===== src/sv/rwac_ram.sv =====
// Generic single-port-write, single-port-read RAM with registered read data.
`timescale 1ns / 1ps

module rwac_ram #(
    parameter int WIDTH = 16,
    parameter int DEPTH = 32
) (
    input  logic                     i_clk,
    input  logic                     i_we,
    input  logic [$clog2(DEPTH)-1:0] i_waddr,
    input  logic [WIDTH-1:0]         i_wdata,
    input  logic                     i_re,
    input  logic [$clog2(DEPTH)-1:0] i_raddr,
    output logic [WIDTH-1:0]         o_rdata
);

    logic [WIDTH-1:0] r_mem [DEPTH];
    logic [WIDTH-1:0] r_rdata;

    always_ff @(posedge i_clk) begin
        if (i_we) begin
            r_mem[i_waddr] <= i_wdata;
        end
    end

    always_ff @(posedge i_clk) begin
        if (i_re) begin
            r_rdata <= r_mem[i_raddr];
        end
    end

    assign o_rdata = r_rdata;

endmodule


===== config.mk =====
export PLATFORM = sky130hd
export DESIGN_NAME = rwac_ram
export DESIGN_NICKNAME = d
export VERILOG_FILES = /design/src/sv/rwac_ram.sv
export SDC_FILE = /design/constraint.sdc
export NUM_CORES = 1
export LEC_CHECK = 0
export BUFFER_PORTS_ARGS = -buffer_cell sky130_fd_sc_hd__buf_2
export CAP_MARGIN = 0
export CORE_MARGIN = 2
export CORE_UTILIZATION = 30
export CTS_CLUSTER_SIZE = 25
export DETAILED_ROUTE_END_ITERATION = 12
export GPL_TIMING_DRIVEN = 0
export MAX_ROUTING_LAYER = met4
export PLACE_DENSITY = 0.49
export SETUP_SLACK_MARGIN = 0.5
export SLEW_MARGIN = 20
export SYNTH_ARGS = -nofsm -noshare
export SYNTH_HDL_FRONTEND = slang
export SYNTH_SLANG_ARGS = --single-unit

===== constraint.sdc =====
create_clock -name i_clk -period 2.95 [get_ports i_clk]
set_input_delay 0 -clock i_clk [delete_from_list [all_inputs] [get_ports i_clk]]
set_output_delay 0 -clock i_clk [all_outputs]
set_load 0.1 [all_outputs]

==> metrics.cfg, run 1 <==
[timing]
slew_headroom=0.4030
setup_violations=0
clock-skew-final_ns=0.03462
maxClockFrequency_mhz=445.0
finalHoldViolCount=0
period_minus_slack_ns=2.247
setup_tns_ns=0
post-route-period-util=0.7618
slew_violations=0
grt_setup_unrepaired=false
worstMarginPinSlew_ns=0.8945

[layout]
drive_gt1_frac=0.1750
n_antenna_cell=0
multiInputGateArea_um2=4380
nets=1305
seq_area_um2=15860
fillers=6444
area_growth_pct=17.13

[routing]
ant_nets=0
routed_via_density=4.951
vias=10900
drt-initial-drc-count=1040
drc=0
drt-total-wl_mm=54.27
routedWlPerCell_um=24.65
dr.pass1.iters=5

[setup_path]
crit_slowest_cell=a31oi_1
end_kind=register
critical_path_class=in2reg
max_stage_delay_ns=0.57
cp-start-kind=input port
crit_fanout=10
critical_path_arrival_ns=2.59
required_ns=3.29
path_cells=dlygate4sd3_1 > buf_4 > or2_1 > buf_2 > clkbuf_1 > nor3_1 > a31oi_1 > nand3_1

[floorplan]
fp-row-count=96
ios=45
die-area_um2=71100
fp.dieH_um=266.7
fp.dieW_um=266.7
start_util=0.3023
core-area_um2=68470

[global_routing]
groute.usage.overall=0.1577
grt.overflow.total=0
grt_pass1_wl_mm=77.18
antenna_found_initial=0
grt_max_degree=33
grt_pass1_vias=10830

[yosys]
ys_seq_elements=528
synth_area_leaders=edfxtp_1 (77%), mux2i_1 (12%), a22oi_1 (2.3%), a22o_1 (1.4%), nand3_1 (0.82%)
syn_avg_cell_area_um2=18.11
synth_top_area_share=0.7661
syn_area_um2=20700
ys_seq_area_frac=0.7661
postSynthCellCount=1143
yosys_warnings=0
synth.distinct_cells=25
synth_commonest_cells=edfxtp_1 (528), mux2i_1 (256), a22oi_1 (64)
yosysTopAreaCell=edfxtp_1
synth-main-ff-cell=edfxtp_1
synth-edff-count=528
yosys.cell_count.top_type=edfxtp_1
async_reset_ff_frac=0
synth_nets=1172

[clock_tree]
root_buffer=clkbuf_16
cts_sinks=528
cts_tree=yes
clk-insertion-delay-late_ns=0.63
clockBufferDepth=3
cts-buffers-inserted=55
clkTransAtPathRegs_ns=0.06
post_cts_buffers=0
htreeDepth=2

[placement]
place.port_buffers=41
hpwlAfterDp_mm=35.07
place.gp.congestion=0.8454

[power_and_ir_drop]
total_power_uw=16120
p_leak_uw=0.008339
power_density_nw_per_um2=665.0
irDropWorstVdd_uv=413.4

[outcome]
status=finished clean

[run]
max-cap-violations=0

[min_path]
min-delay-path-class=in2reg

==> cell families (layout without fill, tap and decap cells) <==
group,Yosys count,count (layout),synth area share
mux,256,256,0.1238
buf+inv,67,244,0.02612
flops,528,528,0.7661
simple gates,148,148,0.03464
compound gates,144,144,0.04933
==> cell usage in the layout, fill, tap and decap left out, drive strengths merged, types with 5 or more instances in the layout <==
master | Yosys | routed
clkinv | 0 | 31
nand3 | 34 | 34
a22oi | 64 | 64
edfxtp | 528 | 528
a22o | 32 | 32
nand4 | 16 | 16
mux2i | 256 | 256
a21oi | 32 | 32
nor2 | 34 | 34
nor3 | 16 | 16
dlygate4sd3 | 0 | 8
nand3b | 5 | 5
nand2 | 33 | 33
a31oi | 16 | 16
clkbuf | 12 | 76
buf | 55 | 123
==> stage by stage <==
step	cells	worst slack [ns]	hold WS [ns]	util	instance area (um2)
after global placement	2066	0.2667	0.4276	0.3214	22000
after detailed placement	2093	0.7656	0.4256	0.3279	22450
after CTS	2202	0.8779	0.002161	0.3541	24240
after global routing	2202	0.6582	0.01622	0.3541	24240
after floorplan	1143	1.210	0.09887	-	20700
final	2202	0.7028	0.004197	0.3541	24240
==> final timing paths <==
check / to / cells past startpoint / startpoint / slack (ns)
setup reg to reg: o_rdata[5]$_DFFE_PP_ / 5 / r_mem[1][5]$_DFFE_PP_ / 1.15
hold reg to reg: o_rdata[6]$_DFFE_PP_ / 4 / r_mem[10][6]$_DFFE_PP_ / 0.75
setup / recovery: o_rdata[5]$_DFFE_PP_ / 8 / i_raddr[4] / 0.70
hold / removal: r_mem[11][14]$_DFFE_PP_ / 1 / i_wdata[14] / 0.004
==> sequential cells by signal, indices dropped and copies added (netlist names) <==
signal	flops
o_rdata	16
r_mem	512
==> critical path: cells and delay by family <==
family	cells	cell delay, ns
simple gates	3	0.60
compound gates	1	0.57
buf+inv	4	1.41
==> layer usage <==
layer / vias up / GRT usage / routed length, um
li1: 4852 / - / -
met1: 5615 / 0.2211 / 25300
met2: 356 / 0.2349 / 24600
met3: 80 / 0.02657 / 3044
met4: 0 / 0.04661 / 1325
met5: - / - / 0
==> where the power goes <==
group	internal, uW	switching [uW]	leakage [uW]
Sequential	8380	23.1	0.00477
Clock	3760	2870	0.000834
Combinational	299	789	0.00273
==> what timing repair did <==
| action | 4_1_cts | 5_1_grt |
|---|---|---|
| hold buffers | 8 | 0 |
| endpoints found under the hold margin | 92 | 0 |
| gates resized for setup | 0 | 0 |
==> area by class of cell <==
type,count,share of cell area
plain buffers,67,0.02230
clock buffers,64,0.05817
repair buffers,76,0.02679
well taps,882,0.04552
clock inverters,37,0.01249
multi-input cells,548,0.1807
flip-flops and latches,528,0.6540
Note: power is estimated with default switching activity, not from simulation.
==> run 2: changes to the inputs <==
--- a/config.mk
+++ b/config.mk
@@ -5,6 +5,7 @@
 export SDC_FILE = /design/constraint.sdc
 export NUM_CORES = 1
 export LEC_CHECK = 0
+export ABC_AREA = 1
 export BUFFER_PORTS_ARGS = -buffer_cell sky130_fd_sc_hd__buf_2
 export CAP_MARGIN = 0
 export CORE_MARGIN = 2
@@ -13,7 +14,7 @@
 export DETAILED_ROUTE_END_ITERATION = 12
 export GPL_TIMING_DRIVEN = 0
 export MAX_ROUTING_LAYER = met4
-export PLACE_DENSITY = 0.49
+export PLACE_DENSITY = 0.51
 export SETUP_SLACK_MARGIN = 0.5
 export SLEW_MARGIN = 20
 export SYNTH_ARGS = -nofsm -noshare
==> constraint.sdc (replaced) <==
create_clock -name i_clk -period 1.85 [get_ports i_clk]
set_input_delay 0 -clock i_clk [delete_from_list [all_inputs] [get_ports i_clk]]
set_output_delay 0 -clock i_clk [all_outputs]
set_load 0.1 [all_outputs]
==> metrics.cfg, run 2 <==
[outcome]
status=finished clean

[clock_tree]
clk-insertion-delay-late_ns=0.61
cts_tree=yes
cts_sinks=528
clkTransAtPathRegs_ns=0.06
root_buffer=clkbuf_16
cts-buffers-inserted=55
htreeDepth=2
clockBufferDepth=3

[floorplan]
ios=45
fp.dieW_um=271.5
die-area_um2=73700
fp.dieH_um=271.5
core-area_um2=71120
start_util=0.3018
fp-row-count=98

[yosys]
synth_nets=1823
synth_compound_area_frac=0
postSynthCellCount=1794
synth.distinct_cells=14
ys_seq_area_frac=0.7388
yosysTopAreaCell=edfxtp_1
synth-simple-area-share=0.2239
synth_area_leaders=edfxtp_1 (74%), nand2_1 (13%), nand3_1 (9.2%), buf_6 (1.3%), buf_4 (0.98%)
synth-edff-count=528
synthAdderAreaFrac=0
async_reset_ff_frac=0
synth_top_area_share=0.7388
syn_avg_cell_area_um2=11.96
syn_area_um2=21460
yosys_warnings=0
yosys.cell_count.top_type=nand2_1
ys_seq_elements=528
synthMuxAreaShare=0
synth_top_family_by_area=simple AND/OR/NAND/NOR gates
synth_xor_area_frac=0
synth_commonest_cells=nand2_1 (720), edfxtp_1 (528), nand3_1 (396)
synth-main-ff-cell=edfxtp_1

[global_routing]
grt_max_degree=33
antenna_found_initial=3
grt.overflow.total=0
groute.usage.overall=0.1857
grt_pass1_vias=13620
grt_pass1_wl_mm=95.93

[setup_path]
cp-start-kind=input port
end_kind=register
crit_fanout=10
r2r_slack_ns=0.47
critical_path_arrival_ns=1.73
critical_path_class=in2reg
required_ns=2.18

[timing]
slew_violations=0
slew_headroom=0.3648
clock-skew-final_ns=0.01292
setup_violations=0
worst_slack_ns=0.4478
maxClockFrequency_mhz=713.2
grt_setup_unrepaired=true
worstMarginPinSlew_ns=0.9528
period_minus_slack_ns=1.402
setup_tns_ns=0
finalHoldViolCount=0
post-route-period-util=0.7580

[power_and_ir_drop]
p_int_uw=19920
pwr-share-clk=0.401
irDropWorstVdd_uv=657.6
swShare=0.2412
power_density_nw_per_um2=1012
p_comb_frac=0.089
total_power_uw=26260
p_seq_frac=0.510
p_switching_uw=6333
p_leak_uw=0.009338

[routing]
drc=0
ant_nets=0
routedWlPerCell_um=23.14
routed_via_density=4.911
drt-initial-drc-count=1453
dr.pass1.iters=6
drt-total-wl_mm=67.38
vias=14300

[layout]
design_area_um2=25940
area_growth_pct=20.87
largest_register_ff_count=512
max_flop_register=r_mem
final_common_cell=nand2_1
fillers=6970
drive_gt1_frac=0.2369
nets=1948
layout_common_cells=nand2_1 (621), edfxtp_1 (528), nand3_1 (287)
fin_util=0.3648

[placement]
place.port_buffers=41
dpl_worst_slack_ns=-0.2587
postPlaceCellArea_um2=23260
place.gp.congestion=1.029
hpwlAfterDp_mm=44.10

[run]
max-cap-violations=0

[min_path]
min-delay-path-class=in2reg

run 2: changes by cell type in the layout (fill, tap and decap cells not counted), moves of 19 or more:
cell	before	now
nand2_2	0	91
nand3_2	0	105
nand2_1	33	621
buf_6	17	36
mux2i_1	256	0
buf_4	19	44
a22oi_1	64	0
a21oi_1	32	0
nand3_1	34	287
a22o_1	32	0
run 2: final timing paths:
kind | from | end | cells past startpoint
setup / recovery | i_raddr[1] | o_rdata[13]$_DFFE_PP_ | 10
hold / removal | i_wdata[13] | r_mem[5][13]$_DFFE_PP_ | 1
setup reg to reg | r_mem[31][5]$_DFFE_PP_ | o_rdata[5]$_DFFE_PP_ | 8
hold reg to reg | r_mem[6][5]$_DFFE_PP_ | o_rdata[5]$_DFFE_PP_ | 8
run 2: worst max-delay path, stage by stage:
cell and delay, ns:
buf_2 0.13, buf_4 0.26, clkbuf_1 0.60, nand3_1 0.20, nand3_2 0.13, nand2_1 0.06, nand2_1 0.05, nand2_1 0.07
nand2_1 0.09, nand2_2 0.11
run 2: kinds of logic after synthesis:
family,count (synthesis)
buffers and inverters,118
flip-flops,528
AND/OR/NAND/NOR,1148
run 2: layer usage:
layer	share of wire	up-vias	global-route usage
li1	-	6530	-
met2	0.48	515	0.2978
met5	0	-	-
met4	0.024	0	0.04772
met3	0.072	94	0.03644
met1	0.42	7162	0.2415
run 2: power groups by stage:
| stage | Combinational, uW | Clock, uW | Sequential (uW) |
|---|---|---|---|
| finish | 2330 | 10500 | 13400 |
| global route | 2470 | 11100 | 13400 |
| CTS | 2160 | 10700 | 13400 |
| detailed placement | 2090 | 0 | 13600 |
| global placement | 2030 | 0 | 13600 |
| floorplan | 925 | 0 | 13900 |
run 2: final cells by class:
class,instances,area (um2),share of cell area
Inverter,10,42.54,0.001640
Sequential cell,528,15860,0.6112
Timing Repair Buffer,68,595.6,0.02296
Tap cell,950,1189,0.04582
Multi-Input combinational cell,1148,5818,0.2243
Clock inverter,25,188.9,0.007283
Antenna cell,3,7.507,0.0002894
Buffer,108,762.0,0.02937
Clock buffer,72,1483,0.05716
run 2: stage by stage:
stage / hold WS, ns / std cells
floorplan: 0.09887 / 1794
global placement: 0.4923 / 2785
detailed placement: 0.5104 / 2806
CTS: 0.01148 / 2907
global route: 0.01877 / 2911
finish: 0.03557 / 2912
run 2: what timing repair did:
item / 4_1_cts / 5_1_grt
pin swaps: 10 / 109
setup endpoints to repair: 48 / 67
setup buffers: 0 / 2
endpoints found under the hold margin: 48 / 0
resized for setup: 58 / 184
hold buffers: 4 / 0
==> run 3: changes to the inputs <==
--- a/config.mk
+++ b/config.mk
@@ -14,7 +14,7 @@
 export DETAILED_ROUTE_END_ITERATION = 12
 export GPL_TIMING_DRIVEN = 0
 export MAX_ROUTING_LAYER = met4
-export PLACE_DENSITY = 0.51
+export PLACE_DENSITY = 0.49
 export SETUP_SLACK_MARGIN = 0.5
 export SLEW_MARGIN = 20
 export SYNTH_ARGS = -nofsm -noshare
==> constraint.sdc (replaced) <==
create_clock -name i_clk -period 1.3 [get_ports i_clk]
set_input_delay 0 -clock i_clk [delete_from_list [all_inputs] [get_ports i_clk]]
set_output_delay 0 -clock i_clk [all_outputs]
set_load 0.1 [all_outputs]
==> metrics.cfg, run 3 (synthesized netlist as in run 2, its figures left out) <==
[outcome]
status=finished, violations left
violations=hold timing, setup timing

[power_and_ir_drop]
irDropWorstVdd_uv=1068
p_leak_uw=0.009663
power_density_nw_per_um2=1412

[run]
max-cap-violations=0

[setup_path]
r2r_slack_ns=-0.07
crit_fanout=1
critical_path_arrival_ns=1.71
r2r-start=r_mem[28][2]$_DFFE_PP_
path_delay_family=simple AND/OR/NAND/NOR gates
worst-path-buf-inv=0
critical_path_class=reg2reg
end_kind=register
worstReg2RegEnd=o_rdata[2]$_DFFE_PP_
crit_path_frequent_cell=nand2_1
path_cells=nand2_1 > nand3_1 > nand3_2 > nand2_2 > nand2_1 > nand2_1 > nand2_1 > nand2_2
cp-start-kind=register
crit_slowest_cell=edfxtp_1
required_ns=1.64
reg2reg_depth=8
max_stage_delay_ns=0.36

[routing]
routedWlPerCell_um=22.83
routed_via_density=4.829
dr.pass1.iters=5
drt-total-wl_mm=66.90
drc=0
drt-initial-drc-count=1297
ant_nets=0
vias=14150

[clock_tree]
cts_tree=yes
htreeDepth=2
clockBufferDepth=3
root_buffer=clkbuf_16
clkTransAtPathRegs_ns=0.06
cts_sinks=528
clk-insertion-delay-late_ns=0.61
cts-buffers-inserted=55

[placement]
place.gp.congestion=0.9401
hpwlAfterDp_mm=42.42
place.port_buffers=41
dpl.cell_count=2785

[layout]
area_growth_pct=26.33
drive_gt1_frac=0.2557
fillers=6788
nets=1964
final_common_cell=nand2_1
layout.cells.non_filler=2931
max_flop_register=r_mem
largest_register_ff_count=512
layout_common_cells=nand2_1 (630), edfxtp_1 (528), nand3_1 (262)

[min_path]
min_to=r_mem[28][14]$_DFFE_PP_
min-delay-path-class=in2reg
hold_depth=1
hold_path_startpoint=i_wdata[14]

[global_routing]
grt_max_degree=33
grt.overflow.total=0
grt_pass1_vias=13670
groute.usage.overall=0.1856
antenna_found_initial=2
grt_pass1_wl_mm=96.22

[timing]
clock-skew-final_ns=0.009143
setup_violations=11
post-route-period-util=1.052
period_minus_slack_ns=1.367
worstMarginPinSlew_ns=0.9395
slew_headroom=0.3737
finalHoldViolCount=1
slew_violations=0
grt_setup_unrepaired=true
worst_hold_slack_ns=-0.002333
worst_slack_ns=-0.06739
maxClockFrequency_mhz=731.3

[floorplan]
die-area_um2=73700
fp-row-count=98
fp.dieW_um=271.5
start_util=0.3018
fp.dieH_um=271.5
ios=45
core-area_um2=71120

==> run 3: cell types whose count changed in the layout (fill, tap and decap cells not counted), sizes merged <==
| cell | before | now |
|---|---|---|
| buf | 153 | 169 |
| inv | 10 | 5 |
| clkinvlp | 2 | 6 |
| bufinv | 3 | 6 |
| clkinv | 20 | 22 |
| diode | 3 | 2 |
==> run 3: metrics by stage <==
stage / total power (uW) / utilization / worst slack, ns / TNS, ns / area, um2
after floorplan: 21150 / - / 0.2372 / 0 / 21950
after global placement: 22440 / 0.3283 / -0.8982 / -128.40 / 23350
after detailed placement: 22460 / 0.3283 / -0.9065 / -142.23 / 23350
after CTS: 38400 / 0.3751 / -0.05827 / -0.2085 / 26670
after global routing: 39440 / 0.3812 / -0.1096 / -1.248 / 27110
final: 38270 / 0.3812 / -0.06739 / -0.3773 / 27110
==> run 3: layer usage <==
| metal | part of all wire | global-route usage |
|---|---|---|
| met1 | 0.45 | 0.2541 |
| met2 | 0.46 | 0.2851 |
| met3 | 0.069 | 0.03043 |
| met4 | 0.026 | 0.05249 |
| met5 | 0 | - |
==> run 3: where the power goes <==
| part | leakage [uW] | internal [uW] | switching, uW |
|---|---|---|---|
| sequential | 0.00477 | 19000 | 80.4 |
| combinational | 0.00403 | 1000 | 2560 |
| clock | 0.000861 | 9160 | 6470 |
==> run 3: worst max-delay path by stage <==
stage | slack [ns] | to | start | cells after the start
after floorplan | 0.24 | o_rdata[1]$_DFFE_PP_ | i_raddr[0] | 11
after global placement | -0.90 | o_rdata[5]$_DFFE_PP_ | i_raddr[2] | 9
after detailed placement | -0.91 | o_rdata[5]$_DFFE_PP_ | i_raddr[2] | 9
after CTS | -0.06 | o_rdata[2]$_DFFE_PP_ | r_mem[22][2]$_DFFE_PP_ | 8
after global routing | -0.11 | o_rdata[2]$_DFFE_PP_ | r_mem[23][2]$_DFFE_PP_ | 8
final | -0.07 | o_rdata[2]$_DFFE_PP_ | r_mem[28][2]$_DFFE_PP_ | 8
==> run 3: final cells by class <==
class                           count  area, um2  area share
Antenna cell                        2      5.005   0.0001846
Buffer                            108      852.1     0.03143
Clock buffer                       72       1483     0.05468
Clock inverter                     29      281.5     0.01038
Inverter                           10      63.81    0.002353
Multi-Input combinational cell   1148       6193      0.2284
Sequential cell                   528      15860      0.5848
Tap cell                          950       1189     0.04384
Timing Repair Buffer               84       1191     0.04393
==> run 3: timing repair <==
item                                    CTS  global route
hold buffers                              4             0
endpoints found under the setup margin  544            32
pin swaps                               130            99
gates resized for setup                 205           100
buffers inserted                         39             0
endpoints found under the hold margin    22             0
